`config.mk`:
```
export PLATFORM = sky130hd
export DESIGN_NAME = wildcard_glob_matcher
export DESIGN_NICKNAME = d
export VERILOG_FILES = /design/src/rtl/core/wgm_pkg.sv /design/src/rtl/core/wildcard_glob_matcher.sv /design/src/rtl/core/wgm_cell.sv /design/src/rtl/core/wgm_out_buf.sv
export SDC_FILE = /design/constraint.sdc
export NUM_CORES = 2
export LEC_CHECK = 0
export ABC_AREA = 0
export BUFFER_PORTS_ARGS = -buffer_cell sky130_fd_sc_hd__buf_2
export CORE_MARGIN = 2
export CORE_UTILIZATION = 62
export CTS_CLUSTER_DIAMETER = 60
export DETAILED_ROUTE_END_ITERATION = 8
export PLACE_DENSITY = 0.87
export SLEW_MARGIN = 0
export SYNTH_ARGS = -nofsm -noshare
export SYNTH_HDL_FRONTEND = slang
export SYNTH_SLANG_ARGS = --single-unit
```
`constraint.sdc`:
```
create_clock -name clk -period 3.4 [get_ports clk]
set_clock_uncertainty 0.2 [all_clocks]
set_input_delay 0.34 -clock clk [delete_from_list [all_inputs] [get_ports clk]]
set_output_delay 0.34 -clock clk [all_outputs]
set_load 0.02 [all_outputs]
```
`src/rtl/core/wgm_pkg.sv`:
```
// Shared types and constants for the wildcard glob matcher.
// No dependencies; imported by every module of the block.
package wgm_pkg;

    localparam int unsigned PATTERN_DEPTH_DEF = 128;
    localparam int unsigned SYM_W             = 8;

    localparam logic [SYM_W-1:0] SYM_ANY_ONE = 8'd63;  // '?'
    localparam logic [SYM_W-1:0] SYM_ANY_RUN = 8'd42;  // '*'

    localparam logic MODE_PATTERN = 1'b0;
    localparam logic MODE_TEXT    = 1'b1;

    // Broadcast controls, same for every cell
    typedef struct packed {
        logic             shift;  // pattern byte stored: chain shifts left
        logic             step;   // text byte accepted: advance active set
        logic             rearm;  // reload active set from pattern start
        logic [SYM_W-1:0] sym;    // incoming byte (text or pattern)
    } wgm_ctrl_t;

    // What one cell hands to its right-hand neighbor
    typedef struct packed {
        logic vld;       // cell holds a pattern byte
        logic adv;       // active, non-star byte matches text byte
        logic pre;       // active before star closure (next cycle)
        logic starv;     // holds a star
        logic vld_nx;    // vld after this cycle's load
        logic st_nx;     // is first pattern byte after this cycle's load
        logic starv_nx;  // starv after this cycle's load
    } wgm_link_t;

endpackage

```
`src/rtl/core/wildcard_glob_matcher.sv`:
```
// Wildcard glob matcher: row of pattern cells plus a two-entry result buffer.
// Depends on wgm_pkg, wgm_cell, wgm_out_buf.
// Result: m_tvalid is high in the cycle after the last text byte, but the result may wait behind held results.
// Throughput: one request per cycle, as the active set is updated on every accepted byte;
//   s_tready drops only while both result entries are held.
// Reset: empty pattern, nothing pending; no clearing pass is needed.
module wildcard_glob_matcher
#(
    parameter int unsigned PATTERN_DEPTH = wgm_pkg::PATTERN_DEPTH_DEF
)
(
    input  logic       clk,
    input  logic       rst_n,
    input  logic       s_tvalid,
    output logic       s_tready,
    input  logic [7:0] s_tdata,   // [7:0] symbol
    input  logic       s_tuser,   // [0] mode: 0 pattern byte, 1 text byte
    input  logic       s_tlast,   // last byte of pattern or of text
    output logic       m_tvalid,
    input  logic       m_tready,
    output logic [7:0] m_tdata    // [0] matched, [7:1] zero
);
    import wgm_pkg::*;

    localparam int unsigned CNT_W = $clog2(PATTERN_DEPTH + 1);

    // Pattern is kept right-aligned in the cell row: the newest byte sits in
    // the top cell and the accept position is fixed just past it. A run of
    // stars is folded into one on load, so star closure is a one-hop step.
    // raw_cnt counts bytes as received (folded or not) to detect overflow.

    logic [CNT_W-1:0] raw_cnt_reg;
    logic [CNT_W-1:0] raw_cnt_next;
    logic             closed_reg;
    logic             closed_next;
    logic             ovf_reg;
    logic             ovf_next;

    logic             acc;
    logic             pat_acc;
    logic             txt_fin;
    logic             restart;
    logic [CNT_W-1:0] raw_eff;
    logic             room;
    logic             fold;
    logic             end_hit;
    logic             buf_ready;
    logic             buf_data;

    wgm_ctrl_t        ctrl;
    wgm_link_t        links [PATTERN_DEPTH+1];
    logic [SYM_W-1:0] syms  [PATTERN_DEPTH];

    assign acc     = s_tvalid & s_tready;
    assign pat_acc = acc & (s_tuser == MODE_PATTERN);
    assign txt_fin = acc & (s_tuser == MODE_TEXT) & s_tlast;
    assign restart = closed_reg;

    assign raw_eff = restart ? '0 : raw_cnt_reg;
    assign room    = (raw_eff < CNT_W'(PATTERN_DEPTH));
    // a star right after a stored star adds nothing
    assign fold    = (s_tdata == SYM_ANY_RUN) & ~restart & links[PATTERN_DEPTH].starv;

    assign ctrl.shift = pat_acc & room & ~fold;
    assign ctrl.step  = acc & (s_tuser == MODE_TEXT);
    assign ctrl.rearm = pat_acc | txt_fin;
    assign ctrl.sym   = s_tdata;

    assign links[0] = '0;

    genvar p;
    generate
        for (p = 0; p < PATTERN_DEPTH; p++)
        begin : g_cell
            logic [SYM_W-1:0] sym_in;
            logic             vld_in;
            if (p == PATTERN_DEPTH - 1)
            begin : g_top
                assign sym_in = s_tdata;
                assign vld_in = 1'b1;
            end
            else
            begin : g_mid
                assign sym_in = syms[p+1];
                assign vld_in = links[p+2].vld & ~restart;
            end
            wgm_cell u_cell (
                .clk       (clk),
                .rst_n     (rst_n),
                .ctrl      (ctrl),
                .sym_in    (sym_in),
                .vld_in    (vld_in),
                .prev_link (links[p]),
                .link      (links[p+1]),
                .sym_out   (syms[p])
            );
        end
    endgenerate

    // Accept position: reached by the top cell's advance or star closure
    assign end_hit  = links[PATTERN_DEPTH].adv |
                      (links[PATTERN_DEPTH].pre & links[PATTERN_DEPTH].starv);
    assign buf_data = end_hit & ~ovf_reg;

    always_comb
    begin
        raw_cnt_next = raw_cnt_reg;
        closed_next  = closed_reg;
        ovf_next     = ovf_reg;
        if (pat_acc)
        begin
            raw_cnt_next = room ? raw_eff + CNT_W'(1) : raw_eff;
            ovf_next     = (ovf_reg & ~restart) | ~room;
            closed_next  = s_tlast;
        end
    end

    always_ff @(posedge clk or negedge rst_n)
    begin
        if (!rst_n)
        begin
            raw_cnt_reg <= '0;
            closed_reg  <= 1'b0;
            ovf_reg     <= 1'b0;
        end
        else
        begin
            raw_cnt_reg <= raw_cnt_next;
            closed_reg  <= closed_next;
            ovf_reg     <= ovf_next;
        end
    end

    wgm_out_buf u_out_buf (
        .clk       (clk),
        .rst_n     (rst_n),
        .push      (txt_fin),
        .push_data (buf_data),
        .ready     (buf_ready),
        .m_valid   (m_tvalid),
        .m_ready   (m_tready),
        .m_data    (m_tdata[0])
    );

    assign s_tready     = buf_ready;
    assign m_tdata[7:1] = '0;

`ifndef NO_ASSERTIONS
    a_ovf_full: assert property (@(posedge clk) disable iff (!rst_n)
        ovf_reg |-> (raw_cnt_reg == CNT_W'(PATTERN_DEPTH)))
        else $error("overflow flag set with store not full");

    a_cnt_range: assert property (@(posedge clk) disable iff (!rst_n)
        raw_cnt_reg <= CNT_W'(PATTERN_DEPTH))
        else $error("pattern byte count beyond store depth");

    a_stall_full: assert property (@(posedge clk) disable iff (!rst_n)
        !s_tready |-> m_tvalid)
        else $error("input stalled with no result waiting");

    a_fin_result: assert property (@(posedge clk) disable iff (!rst_n)
        txt_fin |=> m_tvalid)
        else $error("last text byte gave no result");
`endif

endmodule

```
`src/rtl/core/wgm_cell.sv`:
```
// One pattern position of the matcher: stored byte, valid flag, active bit.
// Depends on wgm_pkg.
module wgm_cell (
    input  logic                      clk,
    input  logic                      rst_n,
    input  wgm_pkg::wgm_ctrl_t        ctrl,
    input  logic [wgm_pkg::SYM_W-1:0] sym_in,     // from right neighbor
    input  logic                      vld_in,     // from right neighbor
    input  wgm_pkg::wgm_link_t        prev_link,  // from left neighbor
    output wgm_pkg::wgm_link_t        link,
    output logic [wgm_pkg::SYM_W-1:0] sym_out
);
    import wgm_pkg::*;

    logic [SYM_W-1:0] sym_reg;
    logic [SYM_W-1:0] sym_next;
    logic             vld_reg;
    logic             vld_next;
    logic             act_reg;
    logic             act_next;
    logic             star;
    logic             star_next;
    logic             hit;
    logic             pre;
    logic             start_next;

    assign star      = (sym_reg == SYM_ANY_RUN);
    assign hit       = (sym_reg == SYM_ANY_ONE) || (sym_reg == ctrl.sym);
    assign pre       = (act_reg & vld_reg & star) | prev_link.adv;

    assign sym_next  = ctrl.shift ? sym_in : sym_reg;
    assign vld_next  = ctrl.shift ? vld_in : vld_reg;
    assign star_next = (sym_next == SYM_ANY_RUN);
    assign start_next = vld_next & ~prev_link.vld_nx;

    // Stars never sit next to each other, so closure is one neighbor hop
    always_comb
    begin
        priority if (ctrl.rearm)
        begin
            act_next = start_next | (prev_link.st_nx & prev_link.starv_nx);
        end
        else if (ctrl.step)
        begin
            act_next = pre | (prev_link.pre & prev_link.starv);
        end
        else
        begin
            act_next = act_reg;
        end
    end

    always_ff @(posedge clk or negedge rst_n)
    begin
        if (!rst_n)
        begin
            vld_reg <= 1'b0;
            act_reg <= 1'b0;
        end
        else
        begin
            vld_reg <= vld_next;
            act_reg <= act_next;
        end
    end

    always_ff @(posedge clk)
    begin
        sym_reg <= sym_next;
    end

    assign link.vld      = vld_reg;
    assign link.adv      = act_reg & vld_reg & ~star & hit;
    assign link.pre      = pre;
    assign link.starv    = vld_reg & star;
    assign link.vld_nx   = vld_next;
    assign link.st_nx    = start_next;
    assign link.starv_nx = vld_next & star_next;
    assign sym_out       = sym_reg;

endmodule

```
`src/rtl/core/wgm_out_buf.sv`:
```
// Two-entry result buffer (output register plus skid stage).
// Depends on wgm_pkg.
module wgm_out_buf (
    input  logic clk,
    input  logic rst_n,
    input  logic push,
    input  logic push_data,
    output logic ready,
    output logic m_valid,
    input  logic m_ready,
    output logic m_data
);
    import wgm_pkg::*;

    logic main_v_reg;
    logic main_v_next;
    logic main_d_reg;
    logic main_d_next;
    logic skid_v_reg;
    logic skid_v_next;
    logic skid_d_reg;
    logic skid_d_next;
    logic pop;

    assign pop = main_v_reg & m_ready;

    always_comb
    begin
        main_v_next = main_v_reg;
        main_d_next = main_d_reg;
        skid_v_next = skid_v_reg;
        skid_d_next = skid_d_reg;
        if (skid_v_reg)
        begin
            if (pop)
            begin
                main_d_next = skid_d_reg;
                skid_v_next = 1'b0;
            end
        end
        else if (push && main_v_reg && !pop)
        begin
            skid_v_next = 1'b1;
            skid_d_next = push_data;
        end
        else if (push)
        begin
            main_v_next = 1'b1;
            main_d_next = push_data;
        end
        else if (pop)
        begin
            main_v_next = 1'b0;
        end
    end

    always_ff @(posedge clk or negedge rst_n)
    begin
        if (!rst_n)
        begin
            main_v_reg <= 1'b0;
            skid_v_reg <= 1'b0;
        end
        else
        begin
            main_v_reg <= main_v_next;
            skid_v_reg <= skid_v_next;
        end
    end

    always_ff @(posedge clk)
    begin
        main_d_reg <= main_d_next;
        skid_d_reg <= skid_d_next;
    end

    assign ready   = ~skid_v_reg;
    assign m_valid = main_v_reg;
    assign m_data  = main_d_reg;

endmodule

```
==> impl_metrics.csv <==
group,metric,value,unit
synthesis,syn_area_per_cell,7.70,um2
synthesis,yosys_register_bits,1294,
detailed_routing,wl_per_cell,17.9,um
clocking,cts_max_level,4,
synthesis,synth-async-reset-ratio,20.7,%
critical_path,ff2ff_setup_slack,0.06,ns
global_routing,grt_max_degree,134,
floorplanning,start_util,62.6,%
detailed_routing,drc,2,
clocking,clock_latency,0.76,ns
finish,area_growth,9.59,%
detailed_routing,route.vias.total,61800,
critical_path,cp_max_fo,51,
critical_path,cp.arrival,3.81,ns
critical_path,required,3.87,ns
global_routing,grtUsageTotal,31.6,%
placement,place.gp.congestion,0.916,
synthesis,ys_types,85,
worst_hold_path,worstHoldStart,"s_tdata[6]",
status,violations,"design-rule violations",
global_routing,antenna_found_initial,1,
floorplanning,coreArea,107000,um2
finish,mostFrequentLayoutCells,"nand2_1 (3435), dfxtp_1 (1016), xor2_1 (568)",
floorplanning,io_pins,24,
timing,period_minus_slack,3.34,ns
critical_path,path_class,"reg2reg",
timing,max_freq,0.299,GHz
detailed_routing,routed_wl,181000,um
floorplanning,die_area,111000,um2
worst_hold_path,hp-class,"in2reg",
timing,min_period_over_period,98.2,%
clocking,cts_tree,"yes",
critical_path,r2r-end,"g_cell[41].u_cell.act_reg$_DFFE_PN0P_",
clocking,numCtsBuffers,138,
timing,hold_slack,0.0828,ns
synthesis,synth_cells,8730,
detailed_routing,drt_iter0_drc,6374,
power_and_ir_drop,max-vdd-ir-drop,460,uV
power_and_ir_drop,power,41.4,mW
timing,maxSlewHeadroom,29.9,%
timing,tightest_slew,1.04,ns
detailed_routing,ant_nets,0,
timing,rsz0062_at_grt,"true",
synthesis,synth_edf_count,10,
flow_run,maxCapViolCount,0,
clocking,cts_buffer_depth,3,
placement,port_buffers,16,
critical_path,reg2reg_depth,10,
finish,largest_reg_flops,1024,
power_and_ir_drop,power_density,562,nW/um2
power_and_ir_drop,clkPwrFrac,37.4,%
floorplanning,rows,120,
clocking,cts_root_buffer,"clkbuf_16",
worst_hold_path,min_to,"g_cell[127].u_cell.sym_out[6]$_DFFE_PP_",
synthesis,ys_warn_count,0,
floorplanning,die_h,333,um
power_and_ir_drop,sequentialPowerShare,45.5,%
critical_path,rr_startpoint,"g_cell[127].u_cell.sym_out[0]$_DFFE_PP_",
global_routing,grt_overflow,0,
clocking,clock_sinks,1294,
worst_hold_path,hold_path_depth,2,
critical_path,startpoint_type,"flop",
timing,finalHoldViolations,0,
timing,setup_viol,0,
power_and_ir_drop,netSwitchingFraction,31.0,%
synthesis,synth_top_flop_cell,"dfxtp_1",
synthesis,ys_seq_area_share,40.7,%
global_routing,grt_pass1_wl,297000,um
power_and_ir_drop,p_sw,12.8,mW
floorplanning,die_w,333,um
power_and_ir_drop,p_int,28.6,mW
power_and_ir_drop,p_comb_share,17.1,%
critical_path,end_kind,"flop",
detailed_routing,firstDrtPassIters,9,
power_and_ir_drop,p_leak,32.2,nW
finish,drive_gt1_share,5.38,%
synthesis,netlist_area,67300,um2
detailed_routing,avgViaCountPerCell,6.12,
finish,fillerInstances,7892,
finish,layout.nets,8602,
timing,drv_slew,0,
finish,final_common_cell,"nand2_1",
clocking,cts.clk_slew.worst_paths,0.06,ns
placement,dpl.hpwl,109000,um
status,status,"complete, but fails checks",
global_routing,first_global_vias,59700,
[metal layers]
metal	track usage, %	up-vias	share of wire [%]
met5	0	-	0
met1	40.6	29200	40
met3	5.56	712	8.9
met2	52.1	2795	47
met4	13.8	0	4.2
li1	-	29200	-
[worst max-delay path: stages (launching register included)]
cell and delay [ns]:
edfxtp_1 0.45, or3_1 0.43, or4_4 0.47, o31ai_4 0.35, buf_4 0.22, buf_4 0.22, buf_12 0.28, buf_12 0.23
a21o_1 0.11, a32oi_1 0.05, a21oi_1 0.20
[worst max path at each step]
stage	startpoint	end	slack, ns
2_1_floorplan	u_out_buf.skid_v_reg$_DFF_PN0_	g_cell[127].u_cell.sym_out[0]$_DFFE_PP_	0.53
3_3_place_gp	s_tuser	g_cell[57].u_cell.act_reg$_DFFE_PN0P_	0.13
3_5_place_dp	s_tuser	g_cell[57].u_cell.act_reg$_DFFE_PN0P_	0.02
4_1_cts	g_cell[127].u_cell.sym_out[0]$_DFFE_PP_	g_cell[122].u_cell.act_reg$_DFFE_PN0P_	0.04
5_1_grt	g_cell[127].u_cell.sym_out[0]$_DFFE_PP_	g_cell[42].u_cell.act_reg$_DFFE_PN0P_	-0.05
6_report	g_cell[127].u_cell.sym_out[0]$_DFFE_PP_	g_cell[41].u_cell.act_reg$_DFFE_PN0P_	0.06
[logic make-up after synthesis]
| logic type | share of synthesized area (%) |
|---|---|
| and+or+nand+nor | 31.1 |
| DFF | 40.7 |
| AOI/OAI and AO/OA | 11.1 |
| xor gates and xnor gates | 13.3 |
| buffers and inverters | 3.71 |
| muxes | 0.104 |
| adders and majority gates | 0.0186 |
| other | 0.00558 |
[cells in the mapped netlist, types with 148 or more instances]
cell type	number	area share, %
a21oi_1	181	1.3
buf_2	320	2.4
dfrtp_1	268	10
dfxtp_1	1016	30
nand2_1	3438	19
nand3_1	148	1.1
nand4_1	157	1.5
nor2_1	260	1.5
nor4_1	228	2.1
o21ai_0	202	1.5
xnor2_1	456	5.9
xor2_1	568	7.4
[through the flow]
stage / instances / util (%) / TNS (ns) / setup WS [ns] / instance area [um2]
final: 10100 / 68.7 / 0 / 0.0604 / 73700
after global routing: 10100 / 68.7 / -0.192 / -0.0463 / 73700
after CTS: 10100 / 68.6 / 0 / 0.0373 / 73700
after detailed placement: 9839 / 64.1 / 0 / 0.0171 / 68800
after global placement: 9839 / 64.1 / 0 / 0.125 / 68800
after floorplan: 8736 / - / 0 / 0.532 / 67300
[power by group through the flow]
stage,Clock (mW),Sequential [mW],Combinational [mW]
finish,15.5,18.8,7.08
detailed placement,0,19.0,6.83
global route,16.2,19.1,7.71
CTS,15.6,18.8,6.93
floorplan,0,18.5,5.16
global placement,0,19.0,6.55
[cell type report]
type,instances,area [um2],area share (%)
Timing Repair Buffer,199,2200,2.99
Tap cell,1403,1760,2.38
Multi-Input combinational cell,6902,37500,50.9
Inverter,52,203,0.275
Clock buffer,204,4190,5.69
Clock inverter,52,494,0.671
Sequential cell,1294,27300,37.1
Antenna cell,1,2.50,0.00340
[repair_timing]
item,in CTS,in global routing
resized for setup,0,10
endpoints found under the hold margin,283,0
buffers inserted,0,1
hold buffers,10,0
setup endpoints to repair,0,78
Note: power is estimated with default switching activity, not from simulation.
